[src/rtl/kdb_pkg.sv]
// Shared types, codes and constants of the key debounce block.
package kdb_pkg;

  localparam int unsigned NowW   = 32;
  localparam int unsigned CountW = 32;
  localparam int unsigned ModeW  = 3;
  localparam int unsigned KindW  = 2;
  localparam int unsigned SampW  = 4;
  localparam int unsigned IntvW  = 8;
  localparam int unsigned HoldW  = 16;
  localparam int unsigned CfgIdxW  = 2;
  localparam int unsigned CfgDataW = 16;

  localparam logic [CfgIdxW-1:0] CFG_SAMPLE_INTERVAL = 2'd0;
  localparam logic [CfgIdxW-1:0] CFG_STABLE_SAMPLES  = 2'd1;
  localparam logic [CfgIdxW-1:0] CFG_LONG_PRESS      = 2'd2;
  localparam logic [CfgIdxW-1:0] CFG_REPEAT          = 2'd3;

  localparam logic [IntvW-1:0] RST_SAMPLE_INTERVAL = 8'd10;
  localparam logic [SampW-1:0] RST_STABLE_SAMPLES  = 4'd5;
  localparam logic [HoldW-1:0] RST_LONG_PRESS      = 16'd2000;
  localparam logic [HoldW-1:0] RST_REPEAT          = 16'd200;

  localparam logic [ModeW-1:0] MODE_IDLE    = 3'd0;
  localparam logic [ModeW-1:0] MODE_PRESS   = 3'd1;
  localparam logic [ModeW-1:0] MODE_SHORT   = 3'd2;
  localparam logic [ModeW-1:0] MODE_LONG    = 3'd3;
  localparam logic [ModeW-1:0] MODE_RELEASE = 3'd4;

  localparam logic [KindW-1:0] EV_NONE   = 2'd0;
  localparam logic [KindW-1:0] EV_PRESS  = 2'd1;
  localparam logic [KindW-1:0] EV_REPEAT = 2'd2;

  typedef struct packed {
    logic [IntvW-1:0] sample_interval_ms;
    logic [SampW-1:0] stable_samples;
    logic [HoldW-1:0] long_press_ms;
    logic [HoldW-1:0] repeat_ms;
  } cfg_t;

  typedef struct packed {
    logic [KindW-1:0]  event_kind;
    logic [CountW-1:0] press_count;
    logic [ModeW-1:0]  mode_now;
  } result_t;

endpackage

[src/rtl/kdb_cfg.sv]
// Configuration registers of the key debounce block.
module kdb_cfg (
  input  logic                          clk_i,
  input  logic                          rst_ni,
  input  logic                          cfg_we_i,
  input  logic [kdb_pkg::CfgIdxW-1:0]   cfg_idx_i,
  input  logic [kdb_pkg::CfgDataW-1:0]  cfg_data_i,
  output kdb_pkg::cfg_t                 cfg_o
);

  kdb_pkg::cfg_t cfg_q, cfg_d;

  always_comb begin
    cfg_d = cfg_q;
    if (cfg_we_i) begin
      case (cfg_idx_i)
        kdb_pkg::CFG_SAMPLE_INTERVAL:
          cfg_d.sample_interval_ms = cfg_data_i[kdb_pkg::IntvW-1:0];
        kdb_pkg::CFG_STABLE_SAMPLES:
          cfg_d.stable_samples = cfg_data_i[kdb_pkg::SampW-1:0];
        kdb_pkg::CFG_LONG_PRESS:
          cfg_d.long_press_ms = cfg_data_i[kdb_pkg::HoldW-1:0];
        kdb_pkg::CFG_REPEAT:
          cfg_d.repeat_ms = cfg_data_i[kdb_pkg::HoldW-1:0];
        default: cfg_d = cfg_q;
      endcase
    end
  end

  always_ff @(posedge clk_i or negedge rst_ni) begin
    if (!rst_ni) begin
      cfg_q.sample_interval_ms <= kdb_pkg::RST_SAMPLE_INTERVAL;
      cfg_q.stable_samples     <= kdb_pkg::RST_STABLE_SAMPLES;
      cfg_q.long_press_ms      <= kdb_pkg::RST_LONG_PRESS;
      cfg_q.repeat_ms          <= kdb_pkg::RST_REPEAT;
    end else begin
      cfg_q <= cfg_d;
    end
  end

  assign cfg_o = cfg_q;

endmodule

[src/rtl/kdb_fsm.sv]
// Debounce, long press and auto-repeat state machine, one poll per enabled cycle.
module kdb_fsm (
  input  logic                        clk_i,
  input  logic                        rst_ni,
  input  logic                        en_i,
  input  kdb_pkg::cfg_t               cfg_i,
  input  logic [kdb_pkg::NowW-1:0]    now_ms_i,
  input  logic                        key_level_i,
  output kdb_pkg::result_t            result_o
);

  logic [kdb_pkg::ModeW-1:0]  mode_q, mode_d;
  logic [kdb_pkg::ModeW-1:0]  saved_mode_q, saved_mode_d;
  logic [kdb_pkg::SampW-1:0]  samples_left_q, samples_left_d;
  logic [kdb_pkg::NowW-1:0]   sample_stamp_q, sample_stamp_d;
  logic [kdb_pkg::NowW-1:0]   phase_stamp_q, phase_stamp_d;
  logic [kdb_pkg::CountW-1:0] event_count_q, event_count_d;
  logic [kdb_pkg::KindW-1:0]  kind_d;
  logic [kdb_pkg::NowW-1:0]   sample_age, phase_age;
  logic                       sample_due, hold_due, repeat_due;

  assign sample_age = now_ms_i - sample_stamp_q;
  assign phase_age  = now_ms_i - phase_stamp_q;
  assign sample_due = sample_age >
      {{(kdb_pkg::NowW-kdb_pkg::IntvW){1'b0}}, cfg_i.sample_interval_ms};
  assign hold_due   = phase_age >
      {{(kdb_pkg::NowW-kdb_pkg::HoldW){1'b0}}, cfg_i.long_press_ms};
  assign repeat_due = phase_age >
      {{(kdb_pkg::NowW-kdb_pkg::HoldW){1'b0}}, cfg_i.repeat_ms};

  always_comb begin
    mode_d         = mode_q;
    saved_mode_d   = saved_mode_q;
    samples_left_d = samples_left_q;
    sample_stamp_d = sample_stamp_q;
    phase_stamp_d  = phase_stamp_q;
    event_count_d  = event_count_q;
    kind_d         = kdb_pkg::EV_NONE;
    case (mode_q)
      kdb_pkg::MODE_PRESS: begin
        if (samples_left_q != '0) begin
          if (sample_due) begin
            if (key_level_i) begin
              mode_d = kdb_pkg::MODE_IDLE;
            end else begin
              sample_stamp_d = now_ms_i;
              samples_left_d = samples_left_q - 1'b1;
            end
          end
        end else begin
          event_count_d = event_count_q + 1'b1;
          kind_d        = kdb_pkg::EV_PRESS;
          phase_stamp_d = now_ms_i;
          mode_d        = kdb_pkg::MODE_SHORT;
        end
      end
      kdb_pkg::MODE_SHORT: begin
        if (hold_due) begin
          phase_stamp_d = now_ms_i;
          mode_d        = kdb_pkg::MODE_LONG;
        end else if (key_level_i) begin
          sample_stamp_d = now_ms_i;
          samples_left_d = cfg_i.stable_samples;
          saved_mode_d   = mode_q;
          mode_d         = kdb_pkg::MODE_RELEASE;
        end
      end
      kdb_pkg::MODE_LONG: begin
        if (repeat_due) begin
          event_count_d = event_count_q + 1'b1;
          kind_d        = kdb_pkg::EV_REPEAT;
          phase_stamp_d = now_ms_i;
        end
        if (key_level_i) begin
          sample_stamp_d = now_ms_i;
          samples_left_d = cfg_i.stable_samples;
          saved_mode_d   = mode_q;
          mode_d         = kdb_pkg::MODE_RELEASE;
        end
      end
      kdb_pkg::MODE_RELEASE: begin
        if (samples_left_q != '0) begin
          if (sample_due) begin
            if (!key_level_i) begin
              mode_d = saved_mode_q;
            end else begin
              sample_stamp_d = now_ms_i;
              samples_left_d = samples_left_q - 1'b1;
            end
          end
        end else begin
          mode_d = kdb_pkg::MODE_IDLE;
        end
      end
      default: begin
        mode_d = kdb_pkg::MODE_IDLE;
        if (!key_level_i) begin
          sample_stamp_d = now_ms_i;
          samples_left_d = cfg_i.stable_samples;
          mode_d         = kdb_pkg::MODE_PRESS;
        end
      end
    endcase
  end

  always_ff @(posedge clk_i or negedge rst_ni) begin
    if (!rst_ni) begin
      mode_q         <= kdb_pkg::MODE_IDLE;
      saved_mode_q   <= kdb_pkg::MODE_IDLE;
      samples_left_q <= '0;
      sample_stamp_q <= '0;
      phase_stamp_q  <= '0;
      event_count_q  <= '0;
    end else if (en_i) begin
      mode_q         <= mode_d;
      saved_mode_q   <= saved_mode_d;
      samples_left_q <= samples_left_d;
      sample_stamp_q <= sample_stamp_d;
      phase_stamp_q  <= phase_stamp_d;
      event_count_q  <= event_count_d;
    end
  end

  assign result_o.event_kind  = kind_d;
  assign result_o.press_count = event_count_d;
  assign result_o.mode_now    = mode_d;

`ifndef ASSERT_OFF
  a_count_step: assert property (@(posedge clk_i) disable iff (!rst_ni)
      (en_i && kind_d != kdb_pkg::EV_NONE) |=>
      (event_count_q == $past(event_count_q) + 1'b1))
    else $error("event counter did not advance on an event");

  a_count_hold: assert property (@(posedge clk_i) disable iff (!rst_ni)
      (!en_i || kind_d == kdb_pkg::EV_NONE) |=> $stable(event_count_q))
    else $error("event counter moved without an event");

  a_saved_mode: assert property (@(posedge clk_i) disable iff (!rst_ni)
      (mode_q == kdb_pkg::MODE_RELEASE) |->
      (saved_mode_q == kdb_pkg::MODE_SHORT || saved_mode_q == kdb_pkg::MODE_LONG))
    else $error("release debounce would return to an invalid mode");
`endif

endmodule

[src/rtl/key_debounce_long_press_repeat_top.sv]
// Top level of the key debounce block with long press and auto-repeat.
//
// Each input beat on the s_axis channel is one poll of the key: a millisecond
// timestamp and the pin level, where low means pressed. Every poll produces
// exactly one output beat on the m_axis channel carrying the event kind in
// tuser, and the event counter and current mode in tdata.
// Configuration is written through cfg_we_i, cfg_idx_i and cfg_data_i; the
// user must write it only while the block is idle, which the block does not
// enforce. A write takes effect at the clock edge that carries it. A poll is
// captured in the input register and then passes through the state machine
// into the output register, where the receiver can take it. One poll is
// accepted per cycle while the output is not stalled; the figure is set by
// the single state update per poll in the state machine.
// When the receiver holds m_axis_tready low, the output register keeps its
// beat and one more poll waits in the input register before s_axis_tready
// falls. Reset clears the mode, counters and stamps and loads the default
// configuration; no clearing pass is needed.
module key_debounce_long_press_repeat_top (
  input  logic                           clk_i,
  input  logic                           rst_ni,
  input  logic                           cfg_we_i,
  input  logic [kdb_pkg::CfgIdxW-1:0]    cfg_idx_i,
  input  logic [kdb_pkg::CfgDataW-1:0]   cfg_data_i,
  input  logic                           s_axis_tvalid,
  output logic                           s_axis_tready,
  input  logic [39:0]                    s_axis_tdata,  // now_ms, key_level, zero fill
  output logic                           m_axis_tvalid,
  input  logic                           m_axis_tready,
  output logic [39:0]                    m_axis_tdata,  // press_count, mode_now, zero fill
  output logic [kdb_pkg::KindW-1:0]      m_axis_tuser   // event_kind
);

  kdb_pkg::cfg_t    cfg;
  kdb_pkg::result_t result;
  kdb_pkg::result_t out_q;

  logic                     in_valid_q;
  logic [kdb_pkg::NowW-1:0] now_q;
  logic                     key_q;
  logic                     out_valid_q;
  logic                     advance;
  logic                     step;

  assign advance       = !out_valid_q || m_axis_tready;
  assign step          = in_valid_q && advance;
  assign s_axis_tready = !in_valid_q || advance;

  kdb_cfg u_cfg (
    .clk_i      (clk_i),
    .rst_ni     (rst_ni),
    .cfg_we_i   (cfg_we_i),
    .cfg_idx_i  (cfg_idx_i),
    .cfg_data_i (cfg_data_i),
    .cfg_o      (cfg)
  );

  kdb_fsm u_fsm (
    .clk_i       (clk_i),
    .rst_ni      (rst_ni),
    .en_i        (step),
    .cfg_i       (cfg),
    .now_ms_i    (now_q),
    .key_level_i (key_q),
    .result_o    (result)
  );

  always_ff @(posedge clk_i or negedge rst_ni) begin
    if (!rst_ni) begin
      in_valid_q <= 1'b0;
    end else if (s_axis_tready) begin
      in_valid_q <= s_axis_tvalid;
    end
  end

  always_ff @(posedge clk_i) begin
    if (s_axis_tready && s_axis_tvalid) begin
      now_q <= s_axis_tdata[kdb_pkg::NowW-1:0];
      key_q <= s_axis_tdata[kdb_pkg::NowW];
    end
  end

  always_ff @(posedge clk_i or negedge rst_ni) begin
    if (!rst_ni) begin
      out_valid_q <= 1'b0;
    end else if (advance) begin
      out_valid_q <= in_valid_q;
    end
  end

  always_ff @(posedge clk_i) begin
    if (step) begin
      out_q <= result;
    end
  end

  assign m_axis_tvalid = out_valid_q;
  assign m_axis_tuser  = out_q.event_kind;
  assign m_axis_tdata  = {5'b0, out_q.mode_now, out_q.press_count};

`ifndef ASSERT_OFF
  a_ready_stall: assert property (@(posedge clk_i) disable iff (!rst_ni)
      !s_axis_tready |-> (in_valid_q && out_valid_q && !m_axis_tready))
    else $error("input stalled without a blocked output");
`endif

endmodule

[config.mk]
export PLATFORM = sky130hd
export DESIGN_NAME = key_debounce_long_press_repeat_top
export DESIGN_NICKNAME = d
export VERILOG_FILES = /design/src/rtl/kdb_pkg.sv /design/src/rtl/kdb_cfg.sv /design/src/rtl/kdb_fsm.sv /design/src/rtl/key_debounce_long_press_repeat_top.sv
export SDC_FILE = /design/constraint.sdc
export NUM_CORES = 1
export LEC_CHECK = 0
export ABC_CLOCK_PERIOD_IN_PS = 5000
export BUFFER_PORTS_ARGS = -buffer_cell sky130_fd_sc_hd__buf_2
export CELL_PAD_IN_SITES_DETAIL_PLACEMENT = 1
export CELL_PAD_IN_SITES_GLOBAL_PLACEMENT = 1
export CORE_MARGIN = 4
export CORE_UTILIZATION = 44
export CTS_BUF_LIST = sky130_fd_sc_hd__clkbuf_16
export DETAILED_ROUTE_END_ITERATION = 16
export GPL_ROUTABILITY_DRIVEN = 0
export PLACE_DENSITY = 0.83
export SLEW_MARGIN = 20
export SYNTH_ARGS = -nofsm -noshare
export SYNTH_HDL_FRONTEND = slang
export SYNTH_SLANG_ARGS = --single-unit
[constraint.sdc]
create_clock -name clk_i -period 5 [get_ports clk_i]
set_input_delay 0.75 -clock clk_i [delete_from_list [all_inputs] [get_ports clk_i]]
set_output_delay 0.75 -clock clk_i [all_outputs]
set_load 0.05 [all_outputs]
After elaboration in Yosys (flattened, before gate mapping)
Index checks and enable logic that the tools add are counted.

Word-level logic and storage cells: 100. Register bits: 222. Bits of input ports: 63. Output and inout port bits: 44.

Add/sub/neg operators: 4. Muxes and demuxes: 40. Reductions and logical operators: 18. Equality and inequality tests: 18. Magnitude comparators: 3.

Operators with widths (number): 2-to-1 mux 32 bit (12); one-hot mux 32 bit (4 select lines) (1); one-hot mux 32 bit (3 select lines) (1); greater-than comparator 32 x 16 -> 1 bit (2); one-hot mux 32 bit (2 select lines) (1); subtractor 32 bit (2); 2-to-1 mux 4 bit (9); adder 32 x 1 -> 32 bit, second input constant (1); greater-than comparator 32 x 8 -> 1 bit (1); 2-to-1 mux 3 bit (9); one-hot mux 4 bit (4 select lines) (1); != test 2 x 1 -> 1 bit, second input constant (6); one-hot mux 3 bit (4 select lines) (1); AND reduction 9 bit (1); != test 2 bit, second input constant (4); AND reduction 2 bit (4); equality test 3 x 2 -> 1 bit, second input constant (2); one-hot mux 3 bit (2 select lines) (1); AND reduction 6 bit (1); AND reduction 5 bit (1); equality test 2 bit, second input constant (2); != test 4 x 1 -> 1 bit, second input constant (1); one-hot mux 2 bit (2 select lines) (1); nonzero test 4 bit (1); other kinds (13) (17).

Longest topological paths before layout
Depth after elaboration: 5. Gate-level depth with buffers: 22. Gate-level depth less buffers: 20.

By module
From an unflattened synthesis, not the netlist that was laid out.

Cells, all modules: 1519. Area total of the unflattened synthesis: 14636.5 um2.

Modules (own cells, without submodules): kdb_fsm (cells an instance 1341, seq. area each 2652.5 um2, instances 1, area each 10707.8 um2); key_debounce_long_press_repeat_top (cells an instance 84, seq. area each 2152.1 um2, instances 1, area each 2247.2 um2); kdb_cfg (cells an instance 94, seq. area each 1117.3 um2, instances 1, area each 1681.6 um2).

Worst setup path before layout
No wires, ideal clock.

Path kind: reg-to-reg. Start: reg now_q[0] (netlist name). End: reg u_fsm.sample_stamp_q[10] (netlist name). Setup time: 0.125 ns. Buffers on the path: 1. Path slack: -0.009 ns. Stages on the path, launching flop included: 22. Arrival: 4.884 ns. Cells stage by stage: edfxtp_1 inv_1 ha_1 inv_1 fa_1 a21o_2 a221oi_2 o21ai_0 a31oi_1 xnor2_1 ha_1 nand4_1 or2_0 or4_1 nor2b_1 a22oi_1 nor4b_1 nand4_2 a31o_4 nor2_8 buf_12 mux2_4.

Longest elaborated chain between the ends: 4. Elaborated cells on any way between the ends: 8. Those cells by class: 2 x add/sub; 2 x order compare; 3 x eq/ne; 1 x reduce/logical.

RTL lines: from (decl) (line key_debounce_long_press_repeat_top.sv:38) `logic [kdb_pkg::NowW-1:0] now_q;`; from (signal assigned) (line key_debounce_long_press_repeat_top.sv:77) `now_q <= s_axis_tdata[kdb_pkg::NowW-1:0];`; subtractor 32 bit (on tied branches) (line kdb_fsm.sv:22, kdb_fsm.sv:23); greater-than comparator 32 x 8 -> 1 bit / greater-than comparator 32 x 16 -> 1 bit (equally long branches) (line kdb_fsm.sv:24, kdb_fsm.sv:26); != test 2 x 1 -> 1 bit (no line) / != test 2 bit (equally long branches); AND reduction 6 bit (no line) *; to (signal assigned) (line kdb_fsm.sv:118) `sample_stamp_q <= sample_stamp_d;`; to (decl) (line kdb_fsm.sv:15) `logic [kdb_pkg::NowW-1:0] sample_stamp_q, sample_stamp_d;`.

Every way passes the cells marked *; elsewhere a longest branch is shown, timed or not. A chain may end at the register's enable or synchronous reset.

Worst setup path after layout
Start: reg now_q[0] (netlist name). End: reg u_fsm.sample_stamp_q[22] (netlist name).

The elaborated chain is that of the path after synthesis.

==> parameters.txt <==
Parameter                              Value

Outcome
  Outcome    finished with violations
  Violations in the final reports    setup timing

Yosys
  Top cell type by total area after synthesis    sky130_fd_sc_hd__dfrtp_1
  Post-synth ARST share    68.5%
  Synth top area share    24.3%
  Area of the mapped netlist    0.0143 mm²
  Cell with the most instances after synthesis    sky130_fd_sc_hd__dfrtp_1
  Yosys warns    0
  Number of distinct library cells after synthesis    97
  Average footprint of a synthesized cell    10.2 µm²
  Seq/Total Area, Yosys    41.3%
  Number of synthesized register bits    222
  Most used flip-flop cell after synthesis    sky130_fd_sc_hd__dfrtp_1
  Mapped Cells    1409
  Top cells by count, synth    139 x sky130_fd_sc_hd__dfrtp_1, 125 x sky130_fd_sc_hd__inv_1, 113 x sky130_fd_sc_hd__nand2_1
  Biggest area contributors in the synthesized netlist    sky130_fd_sc_hd__dfrtp_1 24%, sky130_fd_sc_hd__edfxtp_1 15%, sky130_fd_sc_hd__ha_1 9.1%, sky130_fd_sc_hd__mux2_2 5.9%, sky130_fd_sc_hd__xnor2_1 3.7%
  Number of flops mapped to enable cells by yosys    70

Routing
  WL final    47.6 mm
  Via total after detailed routing    12.1k
  Routed WL per cell    23.3 µm
  Vias per std cell    5.94
  Pre-antenna DRT Iters    6
  Number of antenna-violating nets in the routed design    0
  Drt first-iter violations    867
  DRC errors left    0

CTS
  Clock Root Buffer    sky130_fd_sc_hd__clkbuf_16
  H-tree levels    1
  Clock slew at reported path FFs    0.06 ns
  Sink count of the clock tree    222
  Inserted Clock Buffers    27
  Clock insertion delay at the later pin of the skew report    0.56 ns
  Cts hold-fix bufs    0
  CTS max path bufs    3
  Clock tree from TritonCTS    built

Hold path
  Worst Hold Class    in -> async

Timing
  Worst Setup Slack, final    -0.196 ns
  Final Hold Vio Count    0
  Rel. slew slack    36.1%
  Final-report setup violation count    67
  Max-slew violation total from the final report    0
  Maximum operating frequency    0.192 GHz
  Slew of the pin with the lowest slew margin    0.955 ns
  Worst clock skew    0.0222 ns
  RSZ-0062 raised after global routing    yes
  Final Cycle Share    104%
  Post-layout minimum cycle time    5.20 ns

Job
  Number of maximum-capacitance violations    0

Die
  Starting density of the core    45.0%
  Placeable Area    0.0318 mm²
  I/O pin total    107
  Height of the chip    188 µm
  Die width    188 µm
  Num rows    65
  Die area    0.0355 mm²

Global route
  Final global-route overflow total    0
  Aggregate global-route resource usage    25.2%
  Global routing met1 resource utilization    30.2%
  Global routing met3 resource utilization    2.95%
  First-pass GRT wire length    72.9 mm
  Met2 demand-to-capacity share in global routing    46.0%
  Maximum number of pins on one net before global-route repair    71
  Vias in the first global route    13.3k
  Antenna violations before repair    1
  Global routing's busiest layer    met2

Placed design
  # port buffers    94
  Cell area reported after detailed placement    0.0156 mm²
  HPWL Detailed    30.6 mm

Pwr
  Overall power    11.3 mW
  P_leak    7.91 nW
  Areal power density over the cells    652 mW/mm²
  Worst IR drop on VDD    0.374 mV

Cells and area
  Final Cell Area    0.0173 mm²
  Area Overhead vs Synth    21.1%
  Final-layout fill cell count    3453
  Layout Nets    1751
  Share of final-layout standard cells stronger than drive strength 1    26.2%

Worst setup path
  WP data required    5.43 ns
  Arr. time, crit path    5.63 ns
  Startpoint type of the worst setup path    flip-flop
  Critical Path Fanout Max    8
  CP endpoint kind    flip-flop
  CP Class    reg -> reg
-- flip-flops by register name, indices dropped and copies added (netlist names) --
register and flops:
u_fsm.phase_stamp_q 32, u_fsm.mode_q 3, in_valid_q 1, u_fsm.event_count_q 32
m_axis_tdata 35, m_axis_tvalid 1, m_axis_tuser 2, u_fsm.saved_mode_q 3
u_fsm.sample_stamp_q 32, key_q 1, now_q 32, u_fsm.samples_left_q 4
u_cfg.cfg_o 44
-- what timing repair did --
item | 4_1_cts | 5_1_grt
cloned | 6 | 3
buffers inserted | 17 | 8
endpoints found under the setup margin | 133 | 138
pin swaps | 21 | 26
gates resized for setup | 68 | 39
-- per-stage QoR --
step	util [%]	cells	worst slack [ns]	hold slack [ns]	TNS, ns
after detailed placement	49.1	1957	-0.452	0.473	-29.30
after global routing	54.6	2038	-0.354	0.269	-24.03
after global placement	49.1	1957	-0.207	0.467	-11.29
after CTS	53.7	2028	-0.169	0.255	-4.76
after floorplan	-	1413	0.0707	0.439	0
final	54.6	2038	-0.196	0.227	-10.02
-- path summary, 6_finish.rpt --
| kind | cells past startpoint | slack (ns) | startpoint | end |
|---|---|---|---|---|
| min reg2reg | 1 | 0.50 | u_fsm.event_count_q[31] | u_fsm.event_count_q[31] |
| min | 1 | 0.23 | rst_ni | u_fsm.event_count_q[12] |
| max in group asynchronous | 2 | 3.64 | rst_ni | u_cfg.cfg_o[35] |
| max | 23 | -0.20 | now_q[0] | u_fsm.sample_stamp_q[22] |
| min in group clk_i | 1 | 0.37 | s_axis_tdata[2] | now_q[2] |
| max reg2reg | 23 | -0.20 | now_q[0] | u_fsm.sample_stamp_q[22] |
-- layout by cell type, fill, tap and decap left out, types with 56 or more instances in the layout --
cell type,count
sky130_fd_sc_hd__nor2_1,78
sky130_fd_sc_hd__dfrtp_1,139
sky130_fd_sc_hd__inv_1,128
sky130_fd_sc_hd__a21oi_1,75
sky130_fd_sc_hd__edfxtp_1,70
sky130_fd_sc_hd__o21ai_0,56
sky130_fd_sc_hd__mux2_4,64
sky130_fd_sc_hd__buf_2,93
sky130_fd_sc_hd__ha_1,101
sky130_fd_sc_hd__nand2_1,112
sky130_fd_sc_hd__xnor2_1,59
sky130_fd_sc_hd__buf_4,77
-- critical path, stage by stage, from the launching register on --
cell	delay (ns)
sky130_fd_sc_hd__edfxtp_1	0.42
sky130_fd_sc_hd__inv_2	0.10
sky130_fd_sc_hd__ha_4	0.13
sky130_fd_sc_hd__inv_2	0.04
sky130_fd_sc_hd__fa_2	0.39
sky130_fd_sc_hd__a21o_4	0.24
sky130_fd_sc_hd__a221oi_4	0.32
sky130_fd_sc_hd__o21ai_2	0.13
sky130_fd_sc_hd__buf_4	0.17
sky130_fd_sc_hd__xor2_2	0.15
sky130_fd_sc_hd__ha_1	0.18
sky130_fd_sc_hd__a21o_1	0.17
sky130_fd_sc_hd__a21o_1	0.17
sky130_fd_sc_hd__a21o_1	0.18
sky130_fd_sc_hd__a211oi_1	0.33
sky130_fd_sc_hd__o21ai_0	0.21
sky130_fd_sc_hd__a22oi_2	0.29
sky130_fd_sc_hd__nor4b_4	0.24
sky130_fd_sc_hd__nand4_2	0.16
sky130_fd_sc_hd__a31o_4	0.28
sky130_fd_sc_hd__nor2_8	0.14
sky130_fd_sc_hd__buf_12	0.15
sky130_fd_sc_hd__buf_12	0.14
sky130_fd_sc_hd__mux2_4	0.32
-- final cells by class --
| cell class | count | area [µm²] | share of cell area, % |
|---|---|---|---|
| diodes | 1 | 2.50 | 0.0144 |
| well taps | 435 | 544 | 3.14 |
| clock inverters | 22 | 186 | 1.07 |
| multi-input cells | 1012 | 8060 | 46.4 |
| inverters | 126 | 473 | 2.73 |
| clock buffers | 27 | 676 | 3.89 |
| repair buffers | 193 | 1490 | 8.59 |
| flip-flops and latches | 222 | 5920 | 34.1 |
-- power by group --
| group | switching (mW) | internal (mW) |
|---|---|---|
| combinational | 3.81 | 2.86 |
| clock | 0.820 | 1.13 |
| sequential | 0.357 | 2.33 |
-- cell families (layout without fill, tap and decap cells) --
kind of cell / Yosys count / after routing / synth area share [%]
compound gates: 306 / 306 / 14.7
flops: 222 / 222 / 41.3
buf+inv: 179 / 368 / 5.48
mux: 112 / 112 / 9.45
other cells: 1 / 6 / 0.0262
xor+xnor: 99 / 99 / 6.05
fa+ha+maj: 106 / 106 / 9.36
simple gates: 384 / 384 / 13.6
-- routing by layer --
metal  wire, µm  up-vias
li1           -     5402
met1      18500     6056
met2      24500      477
met3       2220      174
met4       2300        0
met5          0        -
Note: power is estimated with default switching activity, not from simulation.
